[config.mk]
export PLATFORM = sky130hd
export DESIGN_NAME = ckls_core
export DESIGN_NICKNAME = d
export VERILOG_FILES = /design/src/rtl/ckls_pkg.sv /design/src/rtl/ckls_mul.sv /design/src/rtl/ckls_core.sv
export SDC_FILE = /design/constraint.sdc
export NUM_CORES = 2
export LEC_CHECK = 0
export BUFFER_PORTS_ARGS = -buffer_cell sky130_fd_sc_hd__buf_2
export CORE_MARGIN = 2
export CORE_UTILIZATION = 55
export DETAILED_ROUTE_END_ITERATION = 10
export PLACE_DENSITY = 0.72
export SYNTH_ARGS = -nofsm -noshare
export SYNTH_HDL_FRONTEND = slang
export SYNTH_SLANG_ARGS = --single-unit
[constraint.sdc]
create_clock -name clk -period 15.73 [get_ports clk]
set_input_delay 1.573 -clock clk [delete_from_list [all_inputs] [get_ports clk]]
set_output_delay 1.573 -clock clk [all_outputs]
set_load 0.01 [all_outputs]
[src/rtl/ckls_pkg.sv]
// Shared types, constants and elaboration-time helpers for the CKLS rate step unit.
// Used by every module under rtl/; depends on nothing else.
package ckls_pkg;

  localparam int FRAC_BITS      = 24;
  localparam int POW_ITERATIONS = 24;

  // counter wide enough for 0..POW_ITERATIONS and for the ten arithmetic slots
  localparam int CNT_W  = $clog2(POW_ITERATIONS + 1);
  localparam int LINT_W = 7;                 // integer part of log2, signed
  localparam int L_W    = LINT_W + 32;       // log2 in Q32
  localparam int LH_W   = L_W - 16;          // upper part of log2
  localparam int E_W    = 28 + LH_W + 1;     // exponent gamma*log2, Q32
  localparam int S_W    = E_W - 32 + 1;      // final shift count
  localparam int P_W    = 31;                // power result, nonnegative
  localparam int PROD_W = 66;

  // configuration register indexes
  localparam logic [2:0] REG_DRIFT   = 3'd0;
  localparam logic [2:0] REG_MREV    = 3'd1;
  localparam logic [2:0] REG_ELAST   = 3'd2;
  localparam logic [2:0] REG_VOL     = 3'd3;
  localparam logic [2:0] REG_INIT    = 3'd4;
  localparam logic [2:0] REG_DT      = 3'd5;
  localparam logic [2:0] REG_SQRT_DT = 3'd6;
  localparam logic [2:0] REG_STEPS   = 3'd7;

  typedef logic signed [PROD_W-1:0] wide_t;

  typedef struct packed {
    logic signed [31:0] normal_sample;
    logic               restart;
  } in_beat_t;

  typedef struct packed {
    logic        [30:0] time_value;
    logic signed [31:0] rate_value;
    logic        [15:0] step_index;
    logic               last_step;
  } out_beat_t;

  typedef struct packed {
    logic signed [31:0] drift;
    logic signed [31:0] mean_reversion;
    logic        [27:0] elasticity;
    logic signed [31:0] volatility;
    logic signed [31:0] initial_rate;
    logic        [30:0] time_step;
    logic        [30:0] sqrt_time_step;
    logic        [15:0] step_count;
  } cfg_t;

  typedef struct packed {
    logic busy;
    logic done;
  } stat_t;

  localparam cfg_t CFG_RESET = '{
    drift:          32'sd1677722,
    mean_reversion: 32'sd3355443,
    elasticity:     28'd8388608,
    volatility:     32'sd335544,
    initial_rate:   32'sd838861,
    time_step:      31'd167772,
    sqrt_time_step: 31'd1677722,
    step_count:     16'd100
  };

  function automatic logic signed [31:0] sat32(wide_t v);
    if (v > wide_t'(64'sd2147483647)) return 32'sh7FFF_FFFF;
    if (v < wide_t'(-64'sd2147483648)) return 32'sh8000_0000;
    return v[31:0];
  endfunction

  // floor square root, bit by bit; elaboration only
  function automatic logic [63:0] isqrt64(logic [63:0] v_in);
    logic [63:0] v;
    logic [63:0] res;
    logic [63:0] bitv;
    v    = v_in;
    res  = '0;
    bitv = 64'h4000_0000_0000_0000;
    for (int j = 0; j < 32; j++) begin
      if (v >= res + bitv) begin
        v   = v - (res + bitv);
        res = (res >> 1) + bitv;
      end else begin
        res = res >> 1;
      end
      bitv = bitv >> 2;
    end
    return res;
  endfunction

  // 2^(2^-n) in Q31 by repeated floor square roots from 2.0
  function automatic logic [31:0] root_factor(int n);
    logic [63:0] c;
    c = 64'h1_0000_0000;
    for (int i = 1; i <= 32; i++) begin
      if (i <= n) c = isqrt64(c << 31);
    end
    return c[31:0];
  endfunction

endpackage

[src/rtl/ckls_mul.sv]
// Shared signed 33x33 multiplier with a registered product.
// Depends on ckls_pkg for the product width.
module ckls_mul (
  input  logic                 clk,
  input  logic signed [32:0]   mul_a,
  input  logic signed [32:0]   mul_b,
  output ckls_pkg::wide_t      prod_r
);

  always_ff @(posedge clk) begin
    prod_r <= mul_a * mul_b;
  end

endmodule

[src/rtl/ckls_core.sv]
// Sequencer and datapath for one Euler step: normalize, log2, exp2, then the
// rate update, all through the shared multiplier. Depends on ckls_pkg and ckls_mul.
module ckls_core (
  input  logic                clk,
  input  logic                rst_n,
  input  logic                start,
  input  ckls_pkg::in_beat_t  item,
  input  ckls_pkg::cfg_t      cfg,
  input  logic                take,
  output ckls_pkg::stat_t     stat,
  output ckls_pkg::out_beat_t result
);

  localparam int POW = ckls_pkg::POW_ITERATIONS;
  localparam int FRB = ckls_pkg::FRAC_BITS;
  localparam int CW  = ckls_pkg::CNT_W;

  localparam logic [3:0] ST_IDLE  = 4'd0;
  localparam logic [3:0] ST_NORM  = 4'd1;
  localparam logic [3:0] ST_LOG   = 4'd2;
  localparam logic [3:0] ST_EXPO  = 4'd3;
  localparam logic [3:0] ST_EXP   = 4'd4;
  localparam logic [3:0] ST_PWR   = 4'd5;
  localparam logic [3:0] ST_ARITH = 4'd6;
  localparam logic [3:0] ST_UPD   = 4'd7;
  localparam logic [3:0] ST_FIN   = 4'd8;

  localparam logic [2:0] OP_MR = 3'd0;  // mean_reversion * r
  localparam logic [2:0] OP_VP = 3'd1;  // volatility * p
  localparam logic [2:0] OP_DT = 3'd2;  // d * dt
  localparam logic [2:0] OP_SQ = 3'd3;  // * sqrt_dt
  localparam logic [2:0] OP_Z  = 3'd4;  // * z

  localparam logic [CW-1:0] NORM_LAST = CW'(4);
  localparam logic [CW-1:0] POW_LAST  = CW'(POW);
  localparam logic signed [ckls_pkg::S_W-1:0] S_FLOOR = -ckls_pkg::S_W'(63);

  logic [3:0]    st_r, st_nxt;
  logic [CW-1:0] cnt_r, cnt_nxt;
  logic signed [31:0] rate_r, rate_nxt;
  logic [30:0]   time_r, time_nxt;
  logic [15:0]   idx_r, idx_nxt;
  logic signed [31:0] z_r, z_nxt;
  logic [31:0]   u_r, u_nxt;
  logic [4:0]    lz_r, lz_nxt;
  logic [31:0]   acc_r, acc_nxt;
  logic signed [ckls_pkg::E_W-1:0] t_r, t_nxt;
  logic [31:0]   fe_r, fe_nxt;
  logic signed [ckls_pkg::S_W-1:0] s_r, s_nxt;
  logic [31:0]   m_r, m_nxt;
  logic [ckls_pkg::P_W-1:0] p_r, p_nxt;
  logic signed [31:0] d_r, d_nxt;
  logic signed [31:0] w_r, w_nxt;
  logic signed [31:0] uu_r, uu_nxt;

  logic signed [32:0] mul_a, mul_b;
  ckls_pkg::wide_t    prod_r;

  logic [31:0] rtab [0:POW];
  for (genvar g = 0; g <= POW; g++) begin : g_rtab
    localparam logic [31:0] RC = ckls_pkg::root_factor(g);
    assign rtab[g] = RC;
  end

  ckls_mul u_mul (
    .clk    (clk),
    .mul_a  (mul_a),
    .mul_b  (mul_b),
    .prod_r (prod_r)
  );

  logic [32:0]  sq;
  logic         sq_hi;
  logic [31:0]  u_new;
  logic [31:0]  m_prod;
  logic signed [31:0] rq;
  logic [31:0]  x_abs;
  logic [4:0]   sh;
  logic signed [ckls_pkg::LINT_W-1:0] lint;
  logic signed [ckls_pkg::L_W-1:0]    lval;
  logic signed [ckls_pkg::LH_W-1:0]   lh;
  logic [15:0]  ll;
  logic signed [ckls_pkg::E_W-1:0] esum, e_val;
  logic [CW-1:0] rix;
  logic [2:0]   op;
  logic [31:0]  u_eff, m_eff;
  logic [31:0]  tsum;
  logic signed [33:0] rsum3;

  assign sq     = prod_r[63:31];
  assign sq_hi  = sq[32];
  assign u_new  = sq_hi ? sq[32:1] : sq[31:0];
  assign m_prod = prod_r[62:31];
  assign rq     = ckls_pkg::sat32((prod_r + (ckls_pkg::wide_t'(1) <<< (FRB - 1))) >>> FRB);
  assign x_abs  = rate_r[31] ? (~rate_r + 32'd1) : rate_r;
  assign sh     = 5'd16 >> cnt_r[2:0];
  assign lint   = $signed(ckls_pkg::LINT_W'(31 - FRB)) - $signed(ckls_pkg::LINT_W'(lz_r));
  assign lval   = $signed({lint, acc_r << (32 - POW)});
  assign lh     = ckls_pkg::LH_W'(lval >>> 16);
  assign ll     = lval[15:0];
  assign esum   = t_r + ckls_pkg::E_W'(prod_r >>> 16);
  assign e_val  = esum >>> (FRB - 16);
  assign rix    = (cnt_r == POW_LAST) ? POW_LAST : cnt_r + CW'(1);
  assign op     = cnt_r[3:1];
  assign u_eff  = (cnt_r == '0) ? u_r : u_new;
  assign m_eff  = (cnt_r != '0 && fe_r[31]) ? m_prod : m_r;
  assign tsum   = {1'b0, time_r} + {1'b0, cfg.time_step};
  assign rsum3  = 34'(rate_r) + 34'(uu_r) + 34'(w_r);

  always_comb begin
    st_nxt   = st_r;
    cnt_nxt  = cnt_r;
    rate_nxt = rate_r;
    time_nxt = time_r;
    idx_nxt  = idx_r;
    z_nxt    = z_r;
    u_nxt    = u_r;
    lz_nxt   = lz_r;
    acc_nxt  = acc_r;
    t_nxt    = t_r;
    fe_nxt   = fe_r;
    s_nxt    = s_r;
    m_nxt    = m_r;
    p_nxt    = p_r;
    d_nxt    = d_r;
    w_nxt    = w_r;
    uu_nxt   = uu_r;
    mul_a    = '0;
    mul_b    = '0;
    case (st_r)
      ST_IDLE: begin
        cnt_nxt = '0;
        if (start) begin
          if (item.restart) begin
            rate_nxt = cfg.initial_rate;
            time_nxt = '0;
            idx_nxt  = '0;
            st_nxt   = ST_FIN;
          end else begin
            z_nxt   = item.normal_sample;
            u_nxt   = x_abs;
            lz_nxt  = '0;
            acc_nxt = '0;
            if (cfg.elasticity == '0) begin
              p_nxt  = ckls_pkg::P_W'(1) << FRB;
              st_nxt = ST_ARITH;
            end else if (x_abs == '0) begin
              p_nxt  = '0;
              st_nxt = ST_ARITH;
            end else begin
              st_nxt = ST_NORM;
            end
          end
        end
      end
      ST_NORM: begin
        // binary search for the leading one: 16, 8, 4, 2, 1
        if ((u_r >> (6'd32 - {1'b0, sh})) == '0) begin
          u_nxt  = u_r << sh;
          lz_nxt = lz_r + sh;
        end
        cnt_nxt = cnt_r + CW'(1);
        if (cnt_r == NORM_LAST) begin
          cnt_nxt = '0;
          st_nxt  = ST_LOG;
        end
      end
      ST_LOG: begin
        mul_a = {1'b0, u_eff};
        mul_b = {1'b0, u_eff};
        if (cnt_r != '0) acc_nxt = {acc_r[30:0], sq_hi};
        cnt_nxt = cnt_r + CW'(1);
        if (cnt_r == POW_LAST) begin
          cnt_nxt = '0;
          st_nxt  = ST_EXPO;
        end
      end
      ST_EXPO: begin
        mul_a = {5'b0, cfg.elasticity};
        cnt_nxt = cnt_r + CW'(1);
        if (cnt_r == '0) begin
          mul_b = 33'(lh);
        end else if (cnt_r == CW'(1)) begin
          t_nxt = prod_r[ckls_pkg::E_W-1:0];
          mul_b = {17'b0, ll};
        end else begin
          fe_nxt  = e_val[31:0];
          s_nxt   = ckls_pkg::S_W'($signed(e_val[ckls_pkg::E_W-1:32]))
                  + $signed(ckls_pkg::S_W'(FRB - 31));
          m_nxt   = 32'h8000_0000;
          cnt_nxt = '0;
          st_nxt  = ST_EXP;
        end
      end
      ST_EXP: begin
        // take the factor only where the exponent fraction bit is set
        m_nxt = m_eff;
        if (cnt_r != '0) fe_nxt = fe_r << 1;
        mul_a = {1'b0, m_eff};
        mul_b = {1'b0, rtab[rix]};
        cnt_nxt = cnt_r + CW'(1);
        if (cnt_r == POW_LAST) begin
          cnt_nxt = '0;
          st_nxt  = ST_PWR;
        end
      end
      ST_PWR: begin
        if (!s_r[ckls_pkg::S_W-1]) begin
          p_nxt = '1;
        end else if (s_r < S_FLOOR) begin
          p_nxt = '0;
        end else begin
          p_nxt = ckls_pkg::P_W'(m_r >> 6'(-s_r));
        end
        st_nxt = ST_ARITH;
      end
      ST_ARITH: begin
        // even slot: issue; odd slot: round and store
        cnt_nxt = cnt_r + CW'(1);
        if (!cnt_r[0]) begin
          case (op)
            OP_MR: begin
              mul_a = 33'(cfg.mean_reversion);
              mul_b = 33'(rate_r);
            end
            OP_VP: begin
              mul_a = 33'(cfg.volatility);
              mul_b = {2'b0, p_r};
            end
            OP_DT: begin
              mul_a = 33'(d_r);
              mul_b = {2'b0, cfg.time_step};
            end
            OP_SQ: begin
              mul_a = 33'(w_r);
              mul_b = {2'b0, cfg.sqrt_time_step};
            end
            OP_Z: begin
              mul_a = 33'(w_r);
              mul_b = 33'(z_r);
            end
            default: begin
              mul_a = '0;
              mul_b = '0;
            end
          endcase
        end else begin
          case (op)
            OP_MR: d_nxt = ckls_pkg::sat32(ckls_pkg::wide_t'(cfg.drift)
                                           - ckls_pkg::wide_t'(rq));
            OP_VP: w_nxt = rq;
            OP_DT: uu_nxt = rq;
            OP_SQ: w_nxt = rq;
            OP_Z: begin
              w_nxt   = rq;
              cnt_nxt = '0;
              st_nxt  = ST_UPD;
            end
            default: w_nxt = w_r;
          endcase
        end
      end
      ST_UPD: begin
        rate_nxt = ckls_pkg::sat32(ckls_pkg::wide_t'(rsum3));
        time_nxt = tsum[31] ? 31'h7FFF_FFFF : tsum[30:0];
        if (idx_r != 16'hFFFF) idx_nxt = idx_r + 16'd1;
        st_nxt = ST_FIN;
      end
      ST_FIN: begin
        if (take) st_nxt = ST_IDLE;
      end
      default: st_nxt = ST_IDLE;
    endcase
  end

  always_ff @(posedge clk) begin
    if (!rst_n) begin
      st_r   <= ST_IDLE;
      cnt_r  <= '0;
      rate_r <= '0;
      time_r <= '0;
      idx_r  <= '0;
    end else begin
      st_r   <= st_nxt;
      cnt_r  <= cnt_nxt;
      rate_r <= rate_nxt;
      time_r <= time_nxt;
      idx_r  <= idx_nxt;
    end
  end

  always_ff @(posedge clk) begin
    z_r  <= z_nxt;
    u_r  <= u_nxt;
    lz_r <= lz_nxt;
    acc_r <= acc_nxt;
    t_r  <= t_nxt;
    fe_r <= fe_nxt;
    s_r  <= s_nxt;
    m_r  <= m_nxt;
    p_r  <= p_nxt;
    d_r  <= d_nxt;
    w_r  <= w_nxt;
    uu_r <= uu_nxt;
  end

  assign stat.busy = (st_r != ST_IDLE);
  assign stat.done = (st_r == ST_FIN);

  assign result.time_value = time_r;
  assign result.rate_value = rate_r;
  assign result.step_index = idx_r;
  assign result.last_step  = (idx_r == cfg.step_count);

endmodule

==> metrics.md <==
| Metric | Value |
|---|---|
| Status | completed |
| Synth Area in Simple Gates | 0.138 |
| Worst slew margin | 0.0509 |
| Yosys top cell area share | 0.319 |
| Chip height | 371 microns |
| IO buf count | 352 |
| Clock Tree Buf Depth | 3 |
| Area contributors post-synth | fa_1 (32%), edfxtp_1 (14%), inv_1 (6.7%) |
| H-tree depth | 2 |
| GR Layer Usage met2 | 0.626 |
| Clock latency on the worst-skew pair | 0.67 ns |
| Fin cells | 10.2k |
| Row count | 134 |
| GR Util met3 | 0.115 |
| Routed vias/inst | 6.25 |
| Synth async-reset ratio | 0 |
| DP HPWL | 225,000 microns |
| VDD IR-drop max | 0.0000930 V |
| Die area | 0.138 sq mm |
| Top_reg_cell synth | edfxtp_1 |
| First-pass iteration count of the detailed router | 8 |
| Via count | 64.0k |
| Post-Synthesis Cells | 8,258 |
| Num CTS Buffers | 55 |
| Critical Path End Type | flop |
| GR Overflow Total | 0 |
| Number of DRC markers in iteration 0 | 7,451 |
| Post-Synth XOR/XNOR Area | 0.0363 |
| Critical path class | reg -> reg |
| Post-CTS Hold Buffers | 0 |
| RSZ-0062 raised after global routing | no |
| Drt wl/cell | 27.9 microns |
| Compound-Gate Fraction of Synth Area | 0.129 |
| Library cells used by synthesis | 87 |
| GR Util All Layers | 0.415 |
| Worst hold margin | 0.398 ns |
| Area leader, netlist | fa_1 |
| Hold Fails Final Rpt | 0 |
| Hold crit path type | reg -> reg |
| Fin nets | 10.3k |
| CTS tree | done |
| Remaining DRCs | 0 |
| Total leakage power | 37.5 nW |
| Final setup vio count | 0 |
| CTS clk-pin slew, worst paths | 0.07 ns |
| Commonest cells post-synth | inv_1 (1,329), fa_1 (1,181), nand2_1 (929), nor2_1 (912), a21oi_1 (415) |
| Adder-cell share of the synthesized area | 0.385 |
| CP max stage delay | 0.90 ns |
| Post-CTS Setup Bufs | 0 |
| Crit-path most repeated cell | fa_1 |
| Starting Density | 0.555 |
| Slew @ Worst Pin | 1.42 ns |
| Io pins | 353 |
| First-pass GRT wire length | 418,000 microns |
| Crit path DAT | 14.07 ns |
| Total wire length | 286,000 microns |
| Syn. warnings | 0 |
| Total of max-cap violations | 0 |
| CP required | 16.28 ns |
| Post-DP Area | 0.0783 sq mm |
| Setup TNS | 0 ns |
| Area growth syn-to-layout | 8.33% |
| GR peak layer | met2 |
| Vias in the first global route | 64.0k |
| Count leader, synth | inv_1 |
| Final Max Slew Viols | 0 |
| Crit share post-route | 0.859 |
| Initial antenna violation count | 17 |
| Largest family of logic cells by synthesized area | adder cells |
| Area of the core | 0.134 sq mm |
| Mapped Nets | 10.1k |
| CP max stage cell | o41ai_1 |
| Fraction of layout cells with a size suffix above 1 | 0.0967 |
| EDFF count, synth | 349 |
| RePlAce Congestion | 1.05 |
| Maximum fanout along the worst path | 32 |
| Max Clock Freq | 74.0 MHz |
| Power per cell area | 79.0 mW/mm^2 |
| Post-CTS resize count | 0 |
| Design area | 0.0803 sq mm |
| Seq/Total Area, Yosys | 0.183 |
| #FFs+latches synth | 503 |
| Clk root buf | clkbuf_16 |
| Die Wd | 371 microns |
| Mux cell area share after synthesis | 0.0397 |
| Post-layout minimum cycle time | 13.52 ns |
| Largest net degree at the start of global routing | 81 |
| Met1 Use GR | 0.526 |
| Layout Skew | 0.0689 ns |
| Syn avg cell area | 8.98 sq um |
| DRT antenna net count | 0 |
| # clock sinks | 503 |
| Cells after DPL | 10.1k |
| CP Launch Type | flop |
| Mapped Area | 0.0742 sq mm |
==> kinds of logic (layout without fill, tap and decap cells) <==
| kind of cell | Yosys count | in the layout |
|---|---|---|
| DFF | 503 | 503 |
| other | 0 | 10 |
| AOI/OAI and AO/OA | 1492 | 1492 |
| adders and majority gates | 1571 | 1571 |
| and+or+nand+nor | 2385 | 2385 |
| buffers and inverters | 1767 | 1968 |
| muxes | 233 | 233 |
| xor gates and xnor gates | 307 | 307 |
==> registers in the layout, indices dropped and copies added (netlist names) <==
signal	flops
time_r	31
s_r	13
m_r	32
rate_r	32
t_r	52
fe_r	32
cnt_r	5
z_r	32
w_r	32
u_r	32
idx_r	16
uu_r	32
acc_r	24
st_r	4
d_r	32
u_mul.prod_r	66
lz_r	5
p_r	31
==> worst paths after layout <==
path / cells past startpoint / to / slack, ns / from
worst max-delay path: 39 / u_mul.prod_r[64]$_DFF_P_ / 2.21 / cnt_r[0]$_SDFFE_PN0P_
worst min-delay path: 0 / t_r[10]$_DFFE_PP_ / 0.40 / u_mul.prod_r[10]$_DFF_P_
worst max register to register: 39 / u_mul.prod_r[64]$_DFF_P_ / 2.21 / cnt_r[0]$_SDFFE_PN0P_
worst min register to register: 0 / t_r[10]$_DFFE_PP_ / 0.40 / u_mul.prod_r[10]$_DFF_P_
==> area by class of cell <==
class,instances,area [sq um]
repair buffers,534,3140
multi-input cells,5988,54400
clock inverters,36,494
inverters,1332,5000
well taps,1768,2210
clock buffers,66,1480
fillers,11670,53300
flip-flops and latches,503,13600
diodes,10,25.0
==> per-layer routing <==
metal  vias up  share of wire
met4        22          0.081
met3       942           0.12
met5         -        0.00071
met2      3970           0.43
met1     31874           0.37
li1      27218              -
==> layout by cell type, fill, tap and decap left out, types with 23 or more instances in the layout <==
cell,Yosys,final
inv_1,1329,1329
fa_1,1181,1181
nand2_1,929,926
nor2_1,912,904
a21oi_1,415,412
ha_1,389,389
buf_2,2,352
edfxtp_1,349,349
o21ai_0,350,347
buf_4,1,181
xnor2_1,174,172
mux2i_1,169,169
dfxtp_1,154,150
xor2_1,133,132
a21o_1,111,111
nand2b_1,91,91
nand3_1,89,89
a211oi_1,79,72
o21a_1,66,66
a22oi_1,61,61
and3_1,60,60
clkbuf_16,0,58
nor3_1,70,57
o22ai_1,49,49
nand4_1,48,48
mux4_2,47,47
o211ai_1,43,43
and2_1,36,36
o21bai_1,34,34
nor2b_1,31,31
a2111oi_2,0,29
a31oi_1,28,27
a2111o_1,27,26
or2_2,25,25
or3_1,23,23
==> critical path: cells and delay by family, from the launching register on <==
family	cells	cell delay (ns)
fa+ha+maj	11	5.03
xor+xnor	1	0.14
simple gates	8	1.90
compound gates	13	4.41
buf+inv	6	1.10
flops	1	0.80
==> through the flow <==
stage / total power [mW] / utilization / setup WS, ns
floorplan: 3.57 / - / 2.28
global placement: 4.76 / 0.586 / 2.53
detailed placement: 4.77 / 0.586 / 2.53
CTS: 6.21 / 0.601 / 2.50
global route: 6.56 / 0.601 / 1.66
finish: 6.35 / 0.601 / 2.21
==> power by group <==
part / leakage, nW / internal (mW) / switching [mW] / total (mW)
clock network: 0.947 / 0.828 / 0.616 / 1.44
registers: 4.33 / 1.61 / 0.184 / 1.79
logic: 32.2 / 0.956 / 2.15 / 3.11
total: 37.5 / 3.40 / 2.95 / 6.35
(Power assumes the default switching activity.)
